### src/rtl/ste_pkg.sv
`timescale 1ns / 1ps
// ----------------------------------------------------------------------------
// ste_pkg
// Shared types and constants for the shortest triangle edge block.
// ----------------------------------------------------------------------------
package ste_pkg;

  localparam int COORD_BITS = 24;
  localparam int DIFF_W     = COORD_BITS + 1;
  localparam int SQR_W      = 2 * DIFF_W;
  localparam int SUM_W      = SQR_W + 2;
  localparam int SQ_BITS    = 52;
  localparam int LEN_BITS   = SQ_BITS / 2;
  localparam int CMP_W      = (SUM_W > SQ_BITS) ? SUM_W : SQ_BITS;
  localparam int FE_STAGES  = 4;
  localparam int QDEPTH     = 4;
  localparam int QPTR_W     = $clog2(QDEPTH);
  localparam int QCNT_W     = $clog2(QDEPTH + 1);

  typedef logic signed [COORD_BITS-1:0] coord_t;
  typedef logic [DIFF_W-1:0]            absd_t;
  typedef logic [SQR_W-1:0]             sqr_t;
  typedef logic [SQ_BITS-1:0]           sq_t;
  typedef logic [LEN_BITS-1:0]          len_t;
  typedef logic [QCNT_W-1:0]            qcnt_t;

  localparam sq_t SQ_MAX = '1;

  typedef struct packed {
    logic  empty;
    qcnt_t count;
  } q_stat_t;

  typedef enum logic [1:0] {
    ST_IDLE,
    ST_CALC,
    ST_DONE
  } sqrt_state_t;

endpackage

### src/rtl/ste_if.sv


interface ste_out_if;
  logic         valid;
  logic         ready;
  ste_pkg::len_t edge_length;
  ste_pkg::sq_t  edge_squared;

  modport source (output valid, edge_length, edge_squared, input ready);
  modport sink   (input valid, edge_length, edge_squared, output ready);
endinterface

### src/rtl/ste_sqrt.sv
`timescale 1ns / 1ps
// ----------------------------------------------------------------------------
// ste_sqrt
// Bit-serial integer square root, one result bit per cycle, with the
// result held for the output channel.
// ----------------------------------------------------------------------------
module ste_sqrt (
  input  logic             clk,
  input  logic             rst_n,
  input  ste_pkg::q_stat_t q_stat,
  input  ste_pkg::sq_t     head,
  output logic             pop,
  ste_out_if.source        out_ch
);

  ste_pkg::sqrt_state_t state_r, state_nxt;

  ste_pkg::sq_t rem_r, rem_nxt;
  ste_pkg::sq_t res_r, res_nxt;
  ste_pkg::sq_t bit_r, bit_nxt;
  ste_pkg::sq_t sq_r,  sq_nxt;
  ste_pkg::sq_t trial;

  assign trial = res_r + bit_r;

  always_comb begin
    state_nxt = state_r;
    rem_nxt   = rem_r;
    res_nxt   = res_r;
    bit_nxt   = bit_r;
    sq_nxt    = sq_r;
    pop       = 1'b0;
    unique case (state_r)
      ste_pkg::ST_IDLE: begin
        if (!q_stat.empty) begin
          pop       = 1'b1;
          rem_nxt   = head;
          sq_nxt    = head;
          res_nxt   = '0;
          bit_nxt   = ste_pkg::sq_t'(1) << (ste_pkg::SQ_BITS - 2);
          state_nxt = ste_pkg::ST_CALC;
        end
      end
      ste_pkg::ST_CALC: begin
        if (rem_r >= trial) begin
          rem_nxt = rem_r - trial;
          res_nxt = (res_r >> 1) + bit_r;
        end else begin
          res_nxt = res_r >> 1;
        end
        bit_nxt = bit_r >> 2;
        if (bit_r[0]) begin
          state_nxt = ste_pkg::ST_DONE;
        end
      end
      ste_pkg::ST_DONE: begin
        if (out_ch.ready) begin
          state_nxt = ste_pkg::ST_IDLE;
        end
      end
      default: state_nxt = ste_pkg::ST_IDLE;
    endcase
  end

  always_ff @(posedge clk) begin
    if (!rst_n) begin
      state_r <= ste_pkg::ST_IDLE;
    end else begin
      state_r <= state_nxt;
    end
  end

  always_ff @(posedge clk) begin
    rem_r <= rem_nxt;
    res_r <= res_nxt;
    bit_r <= bit_nxt;
    sq_r  <= sq_nxt;
  end

  assign out_ch.valid        = (state_r == ste_pkg::ST_DONE);
  assign out_ch.edge_length  = res_r[ste_pkg::LEN_BITS-1:0];
  assign out_ch.edge_squared = sq_r;

endmodule

### src/flat_wrapper.sv
// flat-port wrapper written by rule: the top's interface ports become plain ports
module ste_sqrt_flat 
  (clk, rst_n, q_stat, head, pop, out_ch_valid, out_ch_edge_length, out_ch_edge_squared, out_ch_ready);
  ste_out_if out_ch_i ();
  input  logic clk;
  input  logic rst_n;
  input  ste_pkg::q_stat_t q_stat;
  input  ste_pkg::sq_t head;
  output logic pop;
  output wire logic [$bits(out_ch_i.valid)-1:0] out_ch_valid;
  output wire logic [$bits(out_ch_i.edge_length)-1:0] out_ch_edge_length;
  output wire logic [$bits(out_ch_i.edge_squared)-1:0] out_ch_edge_squared;
  input wire logic [$bits(out_ch_i.ready)-1:0] out_ch_ready;
  assign out_ch_valid = out_ch_i.valid;
  assign out_ch_edge_length = out_ch_i.edge_length;
  assign out_ch_edge_squared = out_ch_i.edge_squared;
  assign out_ch_i.ready = out_ch_ready;
  ste_sqrt u_core (.clk(clk), .rst_n(rst_n), .q_stat(q_stat), .head(head), .pop(pop), .out_ch(out_ch_i));
endmodule
### config.mk
export PLATFORM = sky130hd
export DESIGN_NAME = ste_sqrt_flat
export DESIGN_NICKNAME = d
export VERILOG_FILES = /design/src/rtl/ste_pkg.sv /design/src/rtl/ste_if.sv /design/src/rtl/ste_sqrt.sv /design/src/flat_wrapper.sv
export SDC_FILE = /design/constraint.sdc
export NUM_CORES = 1
export LEC_CHECK = 0
export BUFFER_PORTS_ARGS = -buffer_cell sky130_fd_sc_hd__buf_2
export CORE_UTILIZATION = 59
export DETAILED_ROUTE_END_ITERATION = 12
export PLACE_DENSITY = 0.8
export SETUP_SLACK_MARGIN = 0.02
export SYNTH_ARGS = -nofsm -noshare
export SYNTH_HDL_FRONTEND = slang
export SYNTH_SLANG_ARGS = --single-unit
### constraint.sdc
create_clock -name clk -period 20.8 [get_ports clk]
set_clock_uncertainty 0.05 [all_clocks]
set_input_delay 4.16 -clock clk [delete_from_list [all_inputs] [get_ports clk]]
set_output_delay 4.16 -clock clk [all_outputs]
set_load 0.01 [all_outputs]
==> results of run 1 <==
## report_power, final
part | leakage [nW] | internal [mW] | switching [mW]
clock network | 0.266 | 0.166 | 0.152
logic | 3.84 | 0.342 | 0.563
registers | 1.82 | 0.489 | 0.0607
## per-stage QoR
stage / instances / power, mW / hold WS [ns] / setup slack (ns)
floorplan: 1499 / 1.242 / 0.5082 / 8.560
global placement: 1861 / 1.410 / 0.5320 / 11.62
detailed placement: 1861 / 1.431 / 0.5350 / 11.60
CTS: 1893 / 1.753 / 0.5524 / 11.60
global route: 1893 / 1.878 / 0.5897 / 11.56
finish: 1893 / 1.772 / 0.5572 / 11.61
## worst register-to-register path, cell delays in order (launching register included)
cell and delay, ns:
edfxtp_1 0.53, ha_1 0.28, ha_1 0.21, a21o_1 0.20
a31oi_1 0.29, o21ai_1 0.25, a211oi_1 0.52, o21ai_1 0.26
a311oi_1 0.75, nor2_1 0.11, o21ai_1 0.17, xor2_1 0.27
ha_1 0.37, nand4_1 0.26, nor2_1 0.18, nand2_1 0.10
or4_1 0.47, a21o_2 0.27, nand2_2 0.39, buf_4 0.54
o21ai_0 0.24, mux2i_1 0.16
## layout make-up
class                           instances  share of cell area, %
Multi-Input combinational cell       1196                  51.91
Sequential cell                       184                  36.39
Timing Repair Buffer                  141                  4.764
Clock buffer                           18                  2.837
Tap cell                              313                  2.589
Clock inverter                         14                 0.8189
Inverter                               27                 0.6865
## registers in the layout, summed over array words and instances, names as in the netlist
register,count
u_core.rem_r,52
u_core.state_r,2
u_core.out_ch.edge_squared,52
u_core.bit_r,26
u_core.res_r,52
## metal layers
layer / vias to the layer above / part of all wire (%) / global-route usage [%]
li1: 5769 / - / -
met1: 5645 / 46 / 42.79
met2: 563 / 45 / 45.43
met3: 49 / 7.3 / 3.167
met4: 0 / 2.0 / 9.617
met5: - / 0 / 0
## final timing paths
path,start,end,slack [ns],cells after the start
worst max register to register,u_core.bit_r[0],u_core.res_r[21],13.70,21
worst min register to register,u_core.bit_r[10],u_core.bit_r[8],0.56,1
worst max-delay path,q_stat[3],pop,11.61,4
worst min-delay path,u_core.bit_r[10],u_core.bit_r[8],0.56,1
## logic make-up after synthesis
kind of cell / Yosys count / share of synthesized area, %
and+or+nand+nor: 491 / 17.14
AOI/OAI and AO/OA: 478 / 21.77
DFF: 184 / 39.46
buffers and inverters: 119 / 4.394
xor gates and xnor gates: 116 / 7.282
adders and majority gates: 107 / 9.649
muxes: 4 / 0.3049
## cells in the final DEF, fill, tap and decap left out, types with 17 or more instances in the layout
| cell type | n |
|---|---|
| buf_2 | 135 |
| a21o_1 | 42 |
| and2_1 | 38 |
| a211oi_1 | 33 |
| nor3_1 | 19 |
| o21bai_1 | 23 |
| xor2_1 | 65 |
| or3_1 | 18 |
| a31oi_1 | 52 |
| nand3_1 | 39 |
| nor2_1 | 102 |
| a21oi_1 | 103 |
| ha_1 | 106 |
| clkbuf_16 | 17 |
| xnor2_1 | 51 |
| inv_1 | 25 |
| o21ai_0 | 116 |
| nand4_1 | 40 |
| nand2_1 | 161 |
| a31o_2 | 18 |
| edfxtp_1 | 182 |
==> metrics.yaml, run 1 <==
cp_top_family: "buffers and inverters"
clock_sinks: 184
drtIter0Drc: 1467
tritoncts: "done"
postSynthAreaPerCell_um2: 9.308
multiInputGateArea_um2: 7853
postSynthCellCount: 1499
cp_common_cell: "buf_2"
yosysUniqueCellTypes: 72
utilization_pct: 66.01
cts_buffers: 17
cp_max_fo: 29
syn-num-nets: 1665
seq_area_um2: 5505
clock_path_buffers: 2
synth_seq_cells: 184
cts_resized: 0
vias: 12030
wl_per_cell_um: 18.79
hold_viol_final: 0
start_kind: "input port"
grt-ovfl-total: 0
max_stage_delay_ns: 0.40
synth_top_area_cell: "edfxtp_1"
postCtsHoldBufs: 0
cts.clk_slew.worst_paths_ns: 0.08
status: "completed"
die_area_um2: 24270
synthTopCellsByCount: "182 x edfxtp_1, 162 x nand2_1, 116 x o21ai_0"
synth-warning-count: 0
worst_pin_slew_ns: 1.103
diodes: 0
gp_congestion: 0.9493
core_area_um2: 22920
post-route-drc-count: 0
min-delay-path-class: "reg -> reg"
fin_crit_sh_pct: 44.18
slowest_stage: "buf_4"
ys_seq_area_share_pct: 39.46
synthArstFlopShare_pct: 0
ant_nets: 0
fmax_ghz: 0.1088
fillers: 1884
powerDensity_nw_per_um2: 117.2
grt_pass1_vias: 10860
required_ns: 16.59
crit_path_end_kind: "output pin"
critPathKind: "in -> out"
netlist.area_leader.share_pct: 39.17
grt_usage_pct: 29.30
final_nets: 1733
crit_chain: "buf_2 -> nor3_2 -> buf_4 -> buf_2"
post-cts-setup-buffers: 0
cts_root_buffer: "clkbuf_16"
cap_violations: 0
finalWirelength_um: 35570
syn2layout_area_growth_pct: 8.421
dr.pass1.iters: 6
relSlewSlack_pct: 26.46
synth_edf_count: 182
antenna_found_initial: 0
grt_pass1_wl_um: 55960
fp.dieW_um: 155.8
final_cell_area_um2: 15130
h-tree-depth: 4
dominantRegCellSynth: "edfxtp_1"
rows: 55
clock_latency_ns: 0.44
slew_violations: 0
grt_max_degree: 94
vias_per_cell: 6.353
fin_setup_tns_ns: 0
arrival_ns: 4.98
ir_worst_vdd_mv: 0.06175
die_h_um: 155.8
hpwlAfterDp_um: 25770
drive_above_1_share_pct: 13.35
ioPinCount: 139
p_leak_nw: 5.929
rsz0062_at_grt: "no"
io_buffers: 135
period_needed_ns: 9.190
dpl_cell_area_um2: 14570
setup_viol: 0
synth_area_um2: 13950
synth.top_cells.by_area: "edfxtp_1 39%, ha_1 9.5%, nand2_1 4.4%"
initial_core_util_pct: 60.88
cp_num_buf_inv: 3
synth.most_common_cell: "edfxtp_1"
Power figures use the tool's default switching activity.
==> run 2, diff against run 1 <==
- clock period: 20.8 -> 9.1 ns (I/O delays scaled with it)
==> run 2 against run 1 <==
Utilization grew 0.082 points. Non-clock buffer count is the same. Sequential share of layout area is essentially flat. Global-route usage grew 0.13 points. Clock power grew 140%. Wire length grew 0.46%. Total power grew 130%. Worst hold slack gained 0.0062 ns. Register-to-register slack lost 12 ns. Via count is essentially flat. Final area grew 0.12%. Worst setup slack lost 9.6 ns. Largest power group unchanged. Highest routed layer is now met5.
==> metrics.yaml, run 2 (synthesized netlist as in run 1, its figures left out) <==
drtIter0Drc: 1063  # -28%
syn2layout_area_growth_pct: 8.555
seqPwrFrac_pct: 30.8  # -0.2 points
dp_slack_ns: 2.289  # -9.310 ns
cts_buffers: 17  # unchanged
core_area_um2: 22920  # unchanged
use_met3_pct: 3.694  # +0.53 points
arrival_ns: 7.12  # +2.14 ns
cp_max_fo: 30  # +3.4%
relSlewSlack_pct: 28.13  # +1.7 points
rows: 55  # unchanged
initial_core_util_pct: 60.88  # unchanged
ant_nets: 0  # unchanged
grt-busiest-layer: "met2"
critPathKind: "reg -> reg"
ioPinCount: 139  # unchanged
fin_crit_sh_pct: 77.37
dr.pass1.iters: 7  # +1
drive_above_1_share_pct: 13.35  # unchanged
crit_chain: "ha_1 -> ha_1 -> a21o_1 -> a31oi_1 -> o21ai_1 -> a211oi_1 -> o21ai_1 -> a311oi_1 -> nor2_1 -> o21ai_1 -> xor2_1 -> ha_1 -> nand4_1 -> nor2_1 -> nand2_1 -> or4_1 -> a21o_2 -> nand2_2 -> a21o_2 -> buf_4"
hold_viol_final: 0  # unchanged
setup_viol: 0  # unchanged
switchingPower_mw: 1.788  # +130%
layout_commonest_cell: "edfxtp_1"
post-route-drc-count: 0  # unchanged
switching_share_pct: 43.87  # +0.14 points
max_stage_delay_ns: 0.86  # +0.46 ns
crit_path_end_kind: "register"
gp_congestion: 0.9357  # -1.4%
cts_root_buffer: "clkbuf_16"
clock_path_buffers: 2  # unchanged
required_ns: 9.18  # -7.41 ns
postCtsHoldBufs: 0  # unchanged
setup_slack_ns: 2.059  # -9.551 ns
pwr-share-clk_pct: 18.4  # +0.5 points
grt.met1_usage_pct: 42.32  # -0.47 points
slew_violations: 0  # unchanged
status: "completed"
cp_num_buf_inv: 1  # -2
grt_pass1_vias: 11030  # +1.5%
met2_usage_pct: 45.81  # +0.38 points
h-tree-depth: 4  # unchanged
start_kind: "register"
mostFrequentLayoutCells: "182 x edfxtp_1, 161 x nand2_1, 135 x buf_2"
cap_violations: 0  # unchanged
diodes: 0  # unchanged
r2r_slack_ns: 2.06  # -11.64 ns
rsz0062_at_grt: "no"
grt_pass1_wl_um: 56410  # +0.80%
fin_setup_tns_ns: 0  # unchanged
clock_sinks: 184  # unchanged
p_leak_nw: 5.941  # +0.20%
hpwlAfterDp_um: 25830  # +0.23%
combPwrFrac_pct: 50.8  # -0.2 points
post-cts-setup-buffers: 0  # unchanged
vias: 12030  # +0.017%
fp.dieW_um: 155.8  # unchanged
min-delay-path-class: "reg -> reg"
worst_pin_slew_ns: 1.078  # -0.02496 ns
powerDensity_nw_per_um2: 269.1  # +130%
p_total_mw: 4.076  # +130%
final_nets: 1733  # unchanged
cts.clk_slew.worst_paths_ns: 0.08  # about the same
internal-power_mw: 2.288  # +130%
finalWirelength_um: 35730  # +0.46%
fillers: 1883  # -0.053%
ir_worst_vdd_mv: 0.1194  # +93%
wl_per_cell_um: 18.88  # +0.46%
clock_latency_ns: 0.44  # about the same
io_buffers: 135  # unchanged
grt_usage_pct: 29.44  # +0.13 points
tritoncts: "done"
period_needed_ns: 7.041
die_area_um2: 24270  # unchanged
slowest_stage: "a311oi_1"
grt-ovfl-total: 0  # unchanged
cts_resized: 0  # unchanged
grt_max_degree: 79  # -16%
fmax_ghz: 0.1420
antenna_found_initial: 1  # +1
vias_per_cell: 6.354  # about the same
die_h_um: 155.8  # unchanged
cp_top_family: "compound AO/OA/AOI/OAI gates"
## run 2: per-stage QoR
step                util [%]  std cells  hold slack, ns  area [um^2]
floorplan                  -       1499          0.5082        13950
global placement       63.60       1861          0.5342        14570
detailed placement     63.60       1861          0.5413        14570
CTS                    66.09       1893          0.5600        15150
global route           66.09       1893          0.5870        15150
finish                 66.09       1893          0.5634        15150
## run 2: metal layers
layer  vias up  share of wire (%)
li1       5760                  -
met1      5679                 46
met2       517                 44
met3        70                7.6
met4         2                2.5
met5         -              0.036
## run 2: worst reg2reg max path: stages, from the launching register on
cell	delay, ns
edfxtp_1	0.52
ha_1	0.26
ha_1	0.21
a21o_1	0.20
a31oi_1	0.30
o21ai_1	0.23
a211oi_1	0.50
o21ai_1	0.25
a311oi_1	0.86
nor2_1	0.11
o21ai_1	0.18
xor2_1	0.25
ha_1	0.37
nand4_1	0.29
nor2_1	0.22
nand2_1	0.10
or4_1	0.49
a21o_2	0.27
nand2_2	0.08
a21o_2	0.62
buf_4	0.36
## run 2: area by class of cell
type	count	area [um^2]	share of cell area (%)
sequential	184	5505	36.35
multi-input combinational	1196	7853	51.85
clock inverter	14	142.6	0.9418
inverter	27	103.9	0.6857
clock buffer	18	429.2	2.834
timing repair buffer	141	720.7	4.758
tap	313	391.6	2.586
## run 2: power groups by stage
stage | combinational, mW | sequential [mW] | clock [mW]
2_1_floorplan | 1.62 | 1.22 | 0
3_3_place_gp | 1.97 | 1.26 | 0
3_5_place_dp | 2.01 | 1.26 | 0
4_1_cts | 2.03 | 1.25 | 0.754
5_1_grt | 2.27 | 1.27 | 0.782
6_report | 2.07 | 1.26 | 0.750
## run 2: worst paths after layout
check,cells past startpoint,from,endpoint
min reg2reg,1,u_core.bit_r[8],u_core.bit_r[6]
max,20,u_core.bit_r[0],u_core.rem_r[34]
max reg2reg,20,u_core.bit_r[0],u_core.rem_r[34]
min,1,u_core.bit_r[8],u_core.bit_r[6]
