## src/rtl/ste_pkg.sv

```systemverilog
`timescale 1ns / 1ps
// ----------------------------------------------------------------------------
// ste_pkg
// Shared types and constants for the shortest triangle edge block.
// ----------------------------------------------------------------------------
package ste_pkg;

  localparam int COORD_BITS = 24;
  localparam int DIFF_W     = COORD_BITS + 1;
  localparam int SQR_W      = 2 * DIFF_W;
  localparam int SUM_W      = SQR_W + 2;
  localparam int SQ_BITS    = 52;
  localparam int LEN_BITS   = SQ_BITS / 2;
  localparam int CMP_W      = (SUM_W > SQ_BITS) ? SUM_W : SQ_BITS;
  localparam int FE_STAGES  = 4;
  localparam int QDEPTH     = 4;
  localparam int QPTR_W     = $clog2(QDEPTH);
  localparam int QCNT_W     = $clog2(QDEPTH + 1);

  typedef logic signed [COORD_BITS-1:0] coord_t;
  typedef logic [DIFF_W-1:0]            absd_t;
  typedef logic [SQR_W-1:0]             sqr_t;
  typedef logic [SQ_BITS-1:0]           sq_t;
  typedef logic [LEN_BITS-1:0]          len_t;
  typedef logic [QCNT_W-1:0]            qcnt_t;

  localparam sq_t SQ_MAX = '1;

  typedef struct packed {
    logic  empty;
    qcnt_t count;
  } q_stat_t;

  typedef enum logic [1:0] {
    ST_IDLE,
    ST_CALC,
    ST_DONE
  } sqrt_state_t;

endpackage

```

## src/rtl/ste_queue.sv

```systemverilog
`timescale 1ns / 1ps
// ----------------------------------------------------------------------------
// ste_queue
// Small FIFO of mesh minima between the front pipeline and the root unit.
// ----------------------------------------------------------------------------
module ste_queue (
  input  logic             clk,
  input  logic             rst_n,
  input  logic             push,
  input  ste_pkg::sq_t     push_data,
  input  logic             pop,
  output ste_pkg::sq_t     head,
  output ste_pkg::q_stat_t q_stat
);

  ste_pkg::sq_t mem_r [ste_pkg::QDEPTH];

  logic [ste_pkg::QPTR_W-1:0] wr_ptr_r, wr_ptr_nxt;
  logic [ste_pkg::QPTR_W-1:0] rd_ptr_r, rd_ptr_nxt;
  ste_pkg::qcnt_t             count_r, count_nxt;
  logic                       do_pop;

  assign do_pop = pop & (count_r != '0);

  always_comb begin
    wr_ptr_nxt = push   ? wr_ptr_r + 1'b1 : wr_ptr_r;
    rd_ptr_nxt = do_pop ? rd_ptr_r + 1'b1 : rd_ptr_r;
    count_nxt  = count_r;
    if (push && !do_pop) begin
      count_nxt = count_r + 1'b1;
    end else if (!push && do_pop) begin
      count_nxt = count_r - 1'b1;
    end
  end

  always_ff @(posedge clk) begin
    if (!rst_n) begin
      wr_ptr_r <= '0;
      rd_ptr_r <= '0;
      count_r  <= '0;
    end else begin
      wr_ptr_r <= wr_ptr_nxt;
      rd_ptr_r <= rd_ptr_nxt;
      count_r  <= count_nxt;
    end
  end

  always_ff @(posedge clk) begin
    if (push) begin
      mem_r[wr_ptr_r] <= push_data;
    end
  end

  assign head         = mem_r[rd_ptr_r];
  assign q_stat.empty = (count_r == '0);
  assign q_stat.count = count_r;

endmodule

```

## config.mk

```make
export PLATFORM = sky130hd
export DESIGN_NAME = ste_queue
export DESIGN_NICKNAME = d
export VERILOG_FILES = /design/src/rtl/ste_pkg.sv /design/src/rtl/ste_queue.sv
export SDC_FILE = /design/constraint.sdc
export NUM_CORES = 1
export LEC_CHECK = 0
export BUFFER_PORTS_ARGS = -buffer_cell sky130_fd_sc_hd__buf_2
export CORE_UTILIZATION = 40
export DETAILED_ROUTE_END_ITERATION = 10
export PLACE_DENSITY_LB_ADDON = 0.12
export SLEW_MARGIN = 20
export SYNTH_ARGS = -nofsm -noshare
export SYNTH_HDL_FRONTEND = slang
export SYNTH_SLANG_ARGS = --single-unit
export TNS_END_PERCENT = 30
```

## constraint.sdc

```tcl
create_clock -name clk -period 4.2 [get_ports clk]
set_input_delay 0.84 -clock clk [delete_from_list [all_inputs] [get_ports clk]]
set_output_delay 0.84 -clock clk [all_outputs]
set_load 0.01 [all_outputs]
```

==> results by group, run 1 <==
Setup path
  – Crit path cell chain: buf_4 -> mux4_2 -> buf_2
  – Crit end category: output pin
  – Kind of critical path: reg -> out
  – Reg2reg path depth: 4
  – CP Launch Type: flop
  – CP arrival: approximately 2.4 ns
  – Crit path required time: 3.36 ns
  – Max incr delay on CP: 0.87 ns
  – Largest fanout on the critical path: 38
  – Critical-path top delay cell: dfxtp_4

Power
  – Sequential fraction of design power: 47.4%
  – Power per Cell Area: around 600 nW/µm²
  – Int Power: 4.26 mW
  – Worst vdd ir: 0.300 mV
  – P_leak: 3.24 nW
  – Gate power share: about 18%
  – Switching share of power: 24.5%
  – NetSw: 1.38 mW
  – Clock power frac: 34.6%

Route
  – Pre-antenna DRT Iters: 4
  – Routed Antenna Nets: 0
  – Initial DRC count: 211
  – Total Wirelength: between 10 and 15 mm
  – Routed len/inst: 20.0 µm
  – DRC viols: 0
  – Via count: 3589
  – DR vias/cell: 4.92

Clock network
  – H-Tree Depth: 1
  – CTS Hold Bufs: 0
  – Max clock buf depth: 3
  – Root Driver: clkbuf_16
  – Post-CTS Setup Repair Bufs: 0
  – CTS Buf Count: 23
  – Clock latency on the worst-skew pair: approximately 0.49 ns
  – Post-CTS resize count: 0
  – Clock-pin slew on the worst setup and hold paths: 0.06 ns
  – CTS tree: yes
  – Clock sink total: 217

Placement
  – GP Congestion: 0.738
  – Final HPWL DP: approximately 8.9 mm
  – Buffers on Ports: 111

Synth
  – Mapped Nets: 376
  – Mapped Area: 8030 µm²
  – Register area share after synthesis: 80.0%
  – Post-synthesis cell count: 314
  – Synth Warn #: 0
  – Top cell type's share of synthesized area: 77.8%
  – Top cells by area, synth: edfxtp_1 (78%), mux4_2 (14%), dfxtp_1 (2.2%)
  – Avg Inst Size Synth: about 26 µm²
  – Synth cell types: 22
  – Yosys top cell by area: edfxtp_1
  – #FFs+latches synth: around 220

Hold path
  – Hold path depth: 1
  – Worst min-delay path class: in -> reg

STA
  – Fin Hold WS: 0.556 ns
  – Setup violation total in the final timing report: 0
  – Post-route clock period utilization: 77.8%
  – Hold Fails Final Rpt: 0
  – Fmax: approximately 0.31 GHz
  – Post-layout min period: 3.27 ns
  – Fin Setup TNS: 0 ns
  – Slew headroom: 41.8%
  – Layout Skew: 0.0129 ns
  – Worst Tran Pin Value: 0.873 ns
  – Unrepaired setup endpoints after global routing: no
  – Pins Over Slew Limit: 0

Layout
  – Most frequent cells in the layout: edfxtp_1 (208), buf_2 (111), mux4_2 (50)
  – Fin nets: about 510
  – Layout area overhead: 19.7%
  – Layout fillers: 1652
  – Ant diodes: 0
  – Most common cell after layout, fill and taps aside: edfxtp_1
  – Ratio of cells with drive above 1 in the final layout: a little under half

Global routing
  – GRT Residual Overflow: 0
  – Gr usage total: around 14%
  – Initial antenna violation count: 0
  – Global-route wire length before repair: between 20 and 25 mm
  – Vias in the first global route: 3789
  – Largest net degree at the start of global routing: 39

Floorplanning
  – Placeable Area: a little under 20000 µm²
  – Die span in x: around 140 µm
  – IO Pins: 112
  – Cell Rows: 51
  – Die height: 144 µm
  – Die area: approximately 21000 µm²
  – Initial core utilization: 41.0%

Flow run
  – Max-cap viol count: 0

Run status
  – Status: completed
[cells in the mapped netlist (all sizes together)]
cell and n:
edfxtp 208, mux4 52, buf 11, and2 9
dfxtp 9, ha 5, inv 3, xnor2 3
mux2i 2, nor2b 2, xor2 2, a21boi 1
clkbuf 1, fa 1, nor3 1, o21ai 1
o311ai 1, o31ai 1, or3 1
[through the flow]
stage | utilization [%] | instance area, µm² | cells | worst slack (ns) | power (mW)
floorplan | - | 8030 | 314 | 1.71 | 3.46
global placement | 45.4 | 8880 | 689 | 1.40 | 3.77
detailed placement | 45.4 | 8880 | 689 | 1.35 | 3.78
CTS | 49.1 | 9610 | 729 | 0.826 | 5.74
global route | 49.1 | 9610 | 729 | 0.755 | 5.90
finish | 49.1 | 9610 | 729 | 0.931 | 5.65
[path summary, 6_finish.rpt]
| kind | start | end | slack [ns] |
|---|---|---|---|
| hold reg to reg | wr_ptr_r[1]$_SDFFE_PN0P_ | wr_ptr_r[1]$_SDFFE_PN0P_ | 0.57 |
| hold / removal | push_data[0] | mem_r[3][0]$_DFFE_PP_ | 0.56 |
| setup / recovery | flop | head[18] | 0.93 |
| setup reg to reg | wr_ptr_r[0]$_SDFFE_PN0P_ | mem_r[0][26]$_DFFE_PP_ | 2.17 |
[power groups by stage]
stage	Sequential, mW	Clock, mW	Combinational, mW
2_1_floorplan	2.59	0	0.870
3_3_place_gp	2.73	0	1.03
3_5_place_dp	2.74	0	1.04
4_1_cts	2.69	2.00	1.05
5_1_grt	2.71	2.09	1.10
6_report	2.67	1.95	1.02
[state kept, by name (all words and copies together), names as in the netlist, named ones only]
signal and count:
mem_r 208, wr_ptr_r 2, count_r 3, rd_ptr_r 2
[final cells by class]
cell class	instances	area (µm²)	share of cell area [%]
Tap cell	265	332	3.45
Clock inverter	12	134	1.39
Multi-Input combinational cell	82	1460	15.2
Sequential cell	217	6430	66.9
Timing Repair Buffer	122	651	6.77
Clock buffer	28	594	6.18
Inverter	3	11.3	0.117
[per-layer routing]
layer / wire, µm / track usage (%)
met4: 286 / 4.37
met3: 953 / 3.97
met2: 7170 / 23.8
met1: 6160 / 18.8
met5: 0 / 0
[kinds of logic (layout without fill, tap and decap cells)]
group / after synthesis / after routing / share of synthesized area, %
muxes: 54 / 54 / 14.9
DFF: 217 / 217 / 80.0
buffers and inverters: 15 / 165 / 1.88
adders and majority gates: 6 / 6 / 1.03
xor gates and xnor gates: 5 / 5 / 0.545
and+or+nand+nor: 13 / 13 / 0.997
AOI/OAI and AO/OA: 4 / 4 / 0.623
[critical path: cells and delay by family (launching register included)]
kind / cells / cell delay [ns]
buffers and inverters: 2 / 0.50
flip-flops: 1 / 0.87
multiplexers: 1 / 0.53
No activity file was read; power rests on OpenSTA's default activity.
==> run 2, diff against run 1 <==
clock period = 2.7 ns   (was 4.2 ns; I/O delays follow)
==> run 2 against run 1 <==
  * Core utilization is 0.33 points higher
  * Critical path depth is the same
  * Hold slack lost 0.30 ns
  * Routed wire length decreased by 1.1%
  * Final area up 0.66%
  * Count of clock-buffer cells in the layout increased by 3
  * Combinational power up 77%
  * Die area unchanged
  * Critical path type unchanged
  * Largest power group unchanged
==> results by group, run 2 (synthesis gave the netlist of run 1 again) <==
Run status
  – Status: completed

Setup path
  – Bufs and invs on worst path: 2 (unchanged)
  – R2r setup slk: 0.65 ns (-1.52 ns)
  – Crit path max-delay family: multiplexers
  – Critical-path top delay cell: mux4_1
  – CP arrival: 1.95 ns (-0.48 ns)
  – Largest fanout on the critical path: 17 (-55%)
  – Kind of critical path: reg -> out
  – Crit end category: output pin
  – Max incr delay on CP: 0.60 ns (-0.27 ns)
  – CP Launch Type: flop
  – Crit path required time: 2.16 ns (-1.20 ns)
  – Crit path cell chain: buf_4 -> mux4_1 -> buf_2

Flow run
  – Max-cap viol count: 0 (unchanged)

Global routing
  – GR Util met1: 18.2% (-0.63 points)
  – Largest net degree at the start of global routing: 36 (-7.7%)
  – Initial antenna violation count: 0 (unchanged)
  – Gr usage total: 14.4% (-0.13 points)
  – GR peak layer: met2
  – Grt met3 use: 3.77% (-0.20 points)
  – GRT Residual Overflow: 0 (unchanged)
  – Global-route wire length before repair: 21.6 mm (-0.44%)
  – Vias in the first global route: 3854 (+1.7%)
  – Met2 Use GR: 24.6% (+0.77 points)

Route
  – Routed len/inst: 19.7 µm (-1.4%)
  – Pre-antenna DRT Iters: 4 (unchanged)
  – Via count: 3565 (-0.67%)
  – Total Wirelength: 14.4 mm (-1.1%)
  – DRC viols: 0 (unchanged)
  – DR vias/cell: 4.88 (-0.94%)
  – Routed Antenna Nets: 0 (unchanged)
  – Initial DRC count: 157 (-26%)

Layout
  – Multi-input logic area: 1460 µm² (unchanged)
  – Most common cell after layout, fill and taps aside: edfxtp_1
  – Max FFs per register: 208 (unchanged)
  – Layout fillers: 1625 (-1.6%)
  – Ratio of cells with drive above 1 in the final layout: 46.1% (+0.88 points)
  – Most frequent cells in the layout: edfxtp_1 (208), buf_2 (111), mux4_2 (50)
  – Ant diodes: 0 (unchanged)
  – Fin nets: 514 (+0.59%)
  – Final instance area: 9680 µm² (+0.66%)
  – Most flops, register: mem_r
  – Layout area overhead: 20.5%
  – Final core utilization: 49.4% (+0.33 points)
  – Regs by FF count: mem_r x208, count_r x3
  – Post-route insts no fill: 731 (+0.27%)
  – Sequential Area: 6430 µm² (unchanged)

Clock network
  – Post-CTS Setup Repair Bufs: 0 (unchanged)
  – CTS tree: yes
  – Clock-pin slew on the worst setup and hold paths: 0.06 ns (about the same)
  – CTS Buf Count: 23 (unchanged)
  – Root Driver: clkbuf_16
  – Post-CTS resize count: 0 (unchanged)
  – Clock latency on the worst-skew pair: 0.50 ns (about the same)
  – Clock sink total: 217 (unchanged)
  – H-Tree Depth: 1 (unchanged)
  – CTS Hold Bufs: 0 (unchanged)
  – Max clock buf depth: 3 (unchanged)

STA
  – Hold Fails Final Rpt: 0 (unchanged)
  – Fin Hold WS: 0.257 ns (-0.299 ns)
  – Fmax: around 0.40 GHz
  – Fin Setup TNS: 0 ns (unchanged)
  – Pins Over Slew Limit: 0 (unchanged)
  – Slew headroom: 65.4% (+24 points)
  – Unrepaired setup endpoints after global routing: no
  – PnR worst setup slack: 0.211 ns (-0.721 ns)
  – Layout Skew: 0.00760 ns (-0.00532 ns)
  – Setup violation total in the final timing report: 0 (unchanged)
  – Worst Tran Pin Value: 0.518 ns (-0.355 ns)
  – Post-route clock period utilization: 92.2%
  – Post-layout min period: around 2.5 ns

Power
  – Int Power: 6.58 mW (+54%)
  – Power per Cell Area: 903 nW/µm² (+54%)
  – Switching share of power: 24.7% (+0.21 points)
  – Clock power frac: 33.6% (-1.0 points)
  – Worst vdd ir: 0.482 mV (+61%)
  – Sequential fraction of design power: 45.7% (-1.7 points)
  – Gate power share: 20.7% (+2.7 points)
  – P_leak: 3.28 nW (+1.1%)
  – NetSw: 2.16 mW (+56%)
  – Final Power: 8.74 mW (+55%)

Placement
  – Placed cell area: 8970 µm² (+0.96%)
  – Pre-CTS setup slack: 0.609 ns (-0.742 ns)
  – Buffers on Ports: 111 (unchanged)
  – GP Congestion: 0.687 (-6.9%)
  – Final HPWL DP: 8.65 mm (-2.6%)
  – Cells after DPL: 692 (+0.44%)

Hold path
  – Worst min-delay path class: in -> reg

Floorplanning
  – Die span in x: 144 µm (unchanged)
  – Die height: 144 µm (unchanged)
  – Placeable Area: 19600 µm² (unchanged)
  – Die area: 20700 µm² (unchanged)
  – IO Pins: 112 (unchanged)
  – Initial core utilization: 41.0% (unchanged)
  – Cell Rows: 51 (unchanged)
[run 2: power groups by stage]
stage | combinational [mW] | clock [mW] | sequential, mW
after floorplan | 1.35 | 0 | 4.03
after global placement | 1.87 | 0 | 4.06
after detailed placement | 1.87 | 0 | 4.07
after CTS | 1.87 | 3.03 | 4.00
after global routing | 1.98 | 3.17 | 4.01
final | 1.81 | 2.94 | 3.99
[run 2: final cells by class]
cell class / instances / area share [%]
Timing Repair Buffer: 125 / 7.60
Multi-Input combinational cell: 82 / 15.1
Clock buffer: 31 / 6.67
Sequential cell: 217 / 66.5
Tap cell: 265 / 3.43
Clock inverter: 8 / 0.634
Inverter: 3 / 0.116
[run 2: final timing paths]
path	start	endpoint	cells past startpoint
setup / recovery	flop	head[50]	3
hold / removal	push_data[5]	mem_r[2][5]$_DFFE_PP_	1
setup reg to reg	count_r[1]$_SDFFE_PN0P_	count_r[2]$_SDFFE_PN0P_	7
hold reg to reg	wr_ptr_r[1]$_SDFFE_PN0P_	wr_ptr_r[1]$_SDFFE_PN0P_	2
[run 2: per-layer routing]
layer  wire length, µm  up-vias  part of all wire, %
met5                 0        -                    0
met4               185        0                  1.3
met3               897       23                  6.2
met2              7190       81                   50
met1              6130     1848                   43
li1                  -     1613                    -
==> run 3, diff against run 2 <==
CORE_UTILIZATION = 51   (was 40)
==> run 3 against run 2 <==
  * Routed wire length fell by 6.8%
  * Sequential cell count is the same
  * Hold slack better by 0.0058 ns
  * Non-clock buffer count increased by 1
  * Die area shrank 21%
  * Largest cell class unchanged
  * Highest routed layer unchanged
==> results by group, run 3 (synthesis gave the netlist of run 1 again) <==
Power
  – Worst vdd ir: 0.479 mV (-0.66%)
  – Final Power: 8.65 mW (-1.0%)
  – Power per Cell Area: 904 nW/µm² (about the same)
  – P_leak: 3.26 nW (-0.60%)

Flow run
  – Max-cap viol count: 0 (unchanged)

Clock network
  – Max clock buf depth: 3 (unchanged)
  – Clock latency on the worst-skew pair: 0.49 ns (about the same)
  – H-Tree Depth: 1 (unchanged)
  – Clock-pin slew on the worst setup and hold paths: 0.06 ns (about the same)
  – Clock sink total: 217 (unchanged)
  – CTS tree: yes
  – CTS Buf Count: 22 (-4.3%)
  – Root Driver: clkbuf_16

Global routing
  – GRT Residual Overflow: 0 (unchanged)
  – Global-route wire length before repair: 20.8 mm (-4.0%)
  – Vias in the first global route: 3812 (-1.1%)
  – Largest net degree at the start of global routing: 53 (+47%)
  – Initial antenna violation count: 1 (+1)
  – Gr usage total: 17.3% (+3.0 points)

Floorplanning
  – Initial core utilization: 52.5% (+11 points)
  – Placeable Area: 15300 µm² (-22%)
  – Die height: 128 µm (-11%)
  – Cell Rows: 45 (-12%)
  – Die span in x: 128 µm (-11%)
  – Die area: 16300 µm² (-21%)
  – IO Pins: 112 (unchanged)

Setup path
  – Crit path required time: 2.16 ns (about the same)
  – Kind of critical path: reg -> out
  – Crit end category: output pin
  – Largest fanout on the critical path: 11 (-6)
  – CP Launch Type: flop
  – CP arrival: 1.90 ns (-0.05 ns)

Hold path
  – Worst min-delay path class: in -> reg

STA
  – Unrepaired setup endpoints after global routing: no
  – Worst Tran Pin Value: 0.466 ns (-0.0527 ns)
  – Slew headroom: 69.0% (+3.5 points)
  – Fin Hold WS: 0.263 ns (+0.00581 ns)
  – Post-route clock period utilization: 90.3% (-1.9 points)
  – Fin Setup TNS: 0 ns (unchanged)
  – Fmax: 0.410 GHz (+2.1%)
  – Post-layout min period: 2.44 ns (-0.0514 ns)
  – Hold Fails Final Rpt: 0 (unchanged)
  – Setup violation total in the final timing report: 0 (unchanged)
  – Layout Skew: 0.0110 ns (+0.00341 ns)
  – Pins Over Slew Limit: 0 (unchanged)

Layout
  – Most common cell after layout, fill and taps aside: edfxtp_1
  – Layout area overhead: 19.1%
  – Final instance area: 9570 µm² (-1.1%)
  – Ratio of cells with drive above 1 in the final layout: 45.4% (-0.74 points)
  – Regs by FF count: mem_r x208, count_r x3
  – Sequential Area: 6430 µm² (unchanged)
  – Fin nets: 514 (unchanged)
  – Final core utilization: 62.5% (+13 points)
  – Most frequent cells in the layout: edfxtp_1 (208), buf_2 (111), mux4_2 (50)
  – Layout fillers: 1106 (-32%)
  – Most flops, register: mem_r
  – Multi-input logic area: 1460 µm² (unchanged)
  – Max FFs per register: 208 (unchanged)

Placement
  – Placed cell area: 8860 µm² (-1.2%)
  – Final HPWL DP: 7.88 mm (-8.9%)
  – Buffers on Ports: 111 (unchanged)
  – GP Congestion: 0.683 (-0.64%)

Route
  – DRC viols: 0 (unchanged)
  – Via count: 3602 (+1.0%)
  – DR vias/cell: 5.30 (+8.6%)
  – Routed len/inst: 19.8 µm (+0.22%)
  – Total Wirelength: 13.4 mm (-6.8%)
  – Pre-antenna DRT Iters: 4 (unchanged)
  – Initial DRC count: 235 (+50%)
  – Routed Antenna Nets: 0 (unchanged)

Run status
  – Status: completed
## run 3: per-stage QoR
step	setup WS, ns	std cells
after global routing	0.164	678
after floorplan	0.506	314
after CTS	0.0467	677
after global placement	0.591	638
final	0.262	680
after detailed placement	0.579	638
## run 3: final cells by class
cell class,instances,area share [%]
sequential,217,67.2
multi-input combinational,82,15.3
timing repair buffer,126,7.56
clock buffer,30,6.39
tap,211,2.76
clock inverter,9,0.667
inverter,3,0.118
antenna,2,0.0523
## run 3: worst max-delay path, stage by stage, from the launching register on
cell     delay, ns
dfxtp_4       0.49
buf_4         0.25
mux4_2        0.52
buf_2         0.15
## run 3: path summary, 6_finish.rpt
path / startpoint / endpoint / slack, ns / cells past startpoint
worst max-delay path: flop / head[48] / 0.26 / 3
worst min-delay path: push_data[35] / mem_r[2][35]$_DFFE_PP_ / 0.26 / 1
worst min register to register: wr_ptr_r[1]$_SDFFE_PN0P_ / wr_ptr_r[1]$_SDFFE_PN0P_ / 0.58 / 2
worst max register to register: count_r[1]$_SDFFE_PN0P_ / count_r[2]$_SDFFE_PN0P_ / 0.66 / 7
## run 3: what timing repair did
item,in CTS,in global routing
setup endpoints to repair,0,3
hold buffers,0,0
setup buffers,0,1
resized for setup,0,0
## run 3: power breakdown
part           internal [mW]  total [mW]  leakage [nW]  switching, mW
registers               3.89        4.02          1.99          0.124
clock network           1.67        2.81         0.331           1.14
logic                  0.980        1.82         0.939          0.844
total                   6.55        8.65          3.26           2.11
## run 3: layer usage
metal | track usage [%] | up-vias | share of wire, %
met1 | 22.6 | 1873 | 41
met3 | 3.64 | 22 | 4.7
met4 | 5.39 | 0 | 1.7
li1 | - | 1619 | -
met5 | 0 | - | 0
met2 | 29.5 | 88 | 52
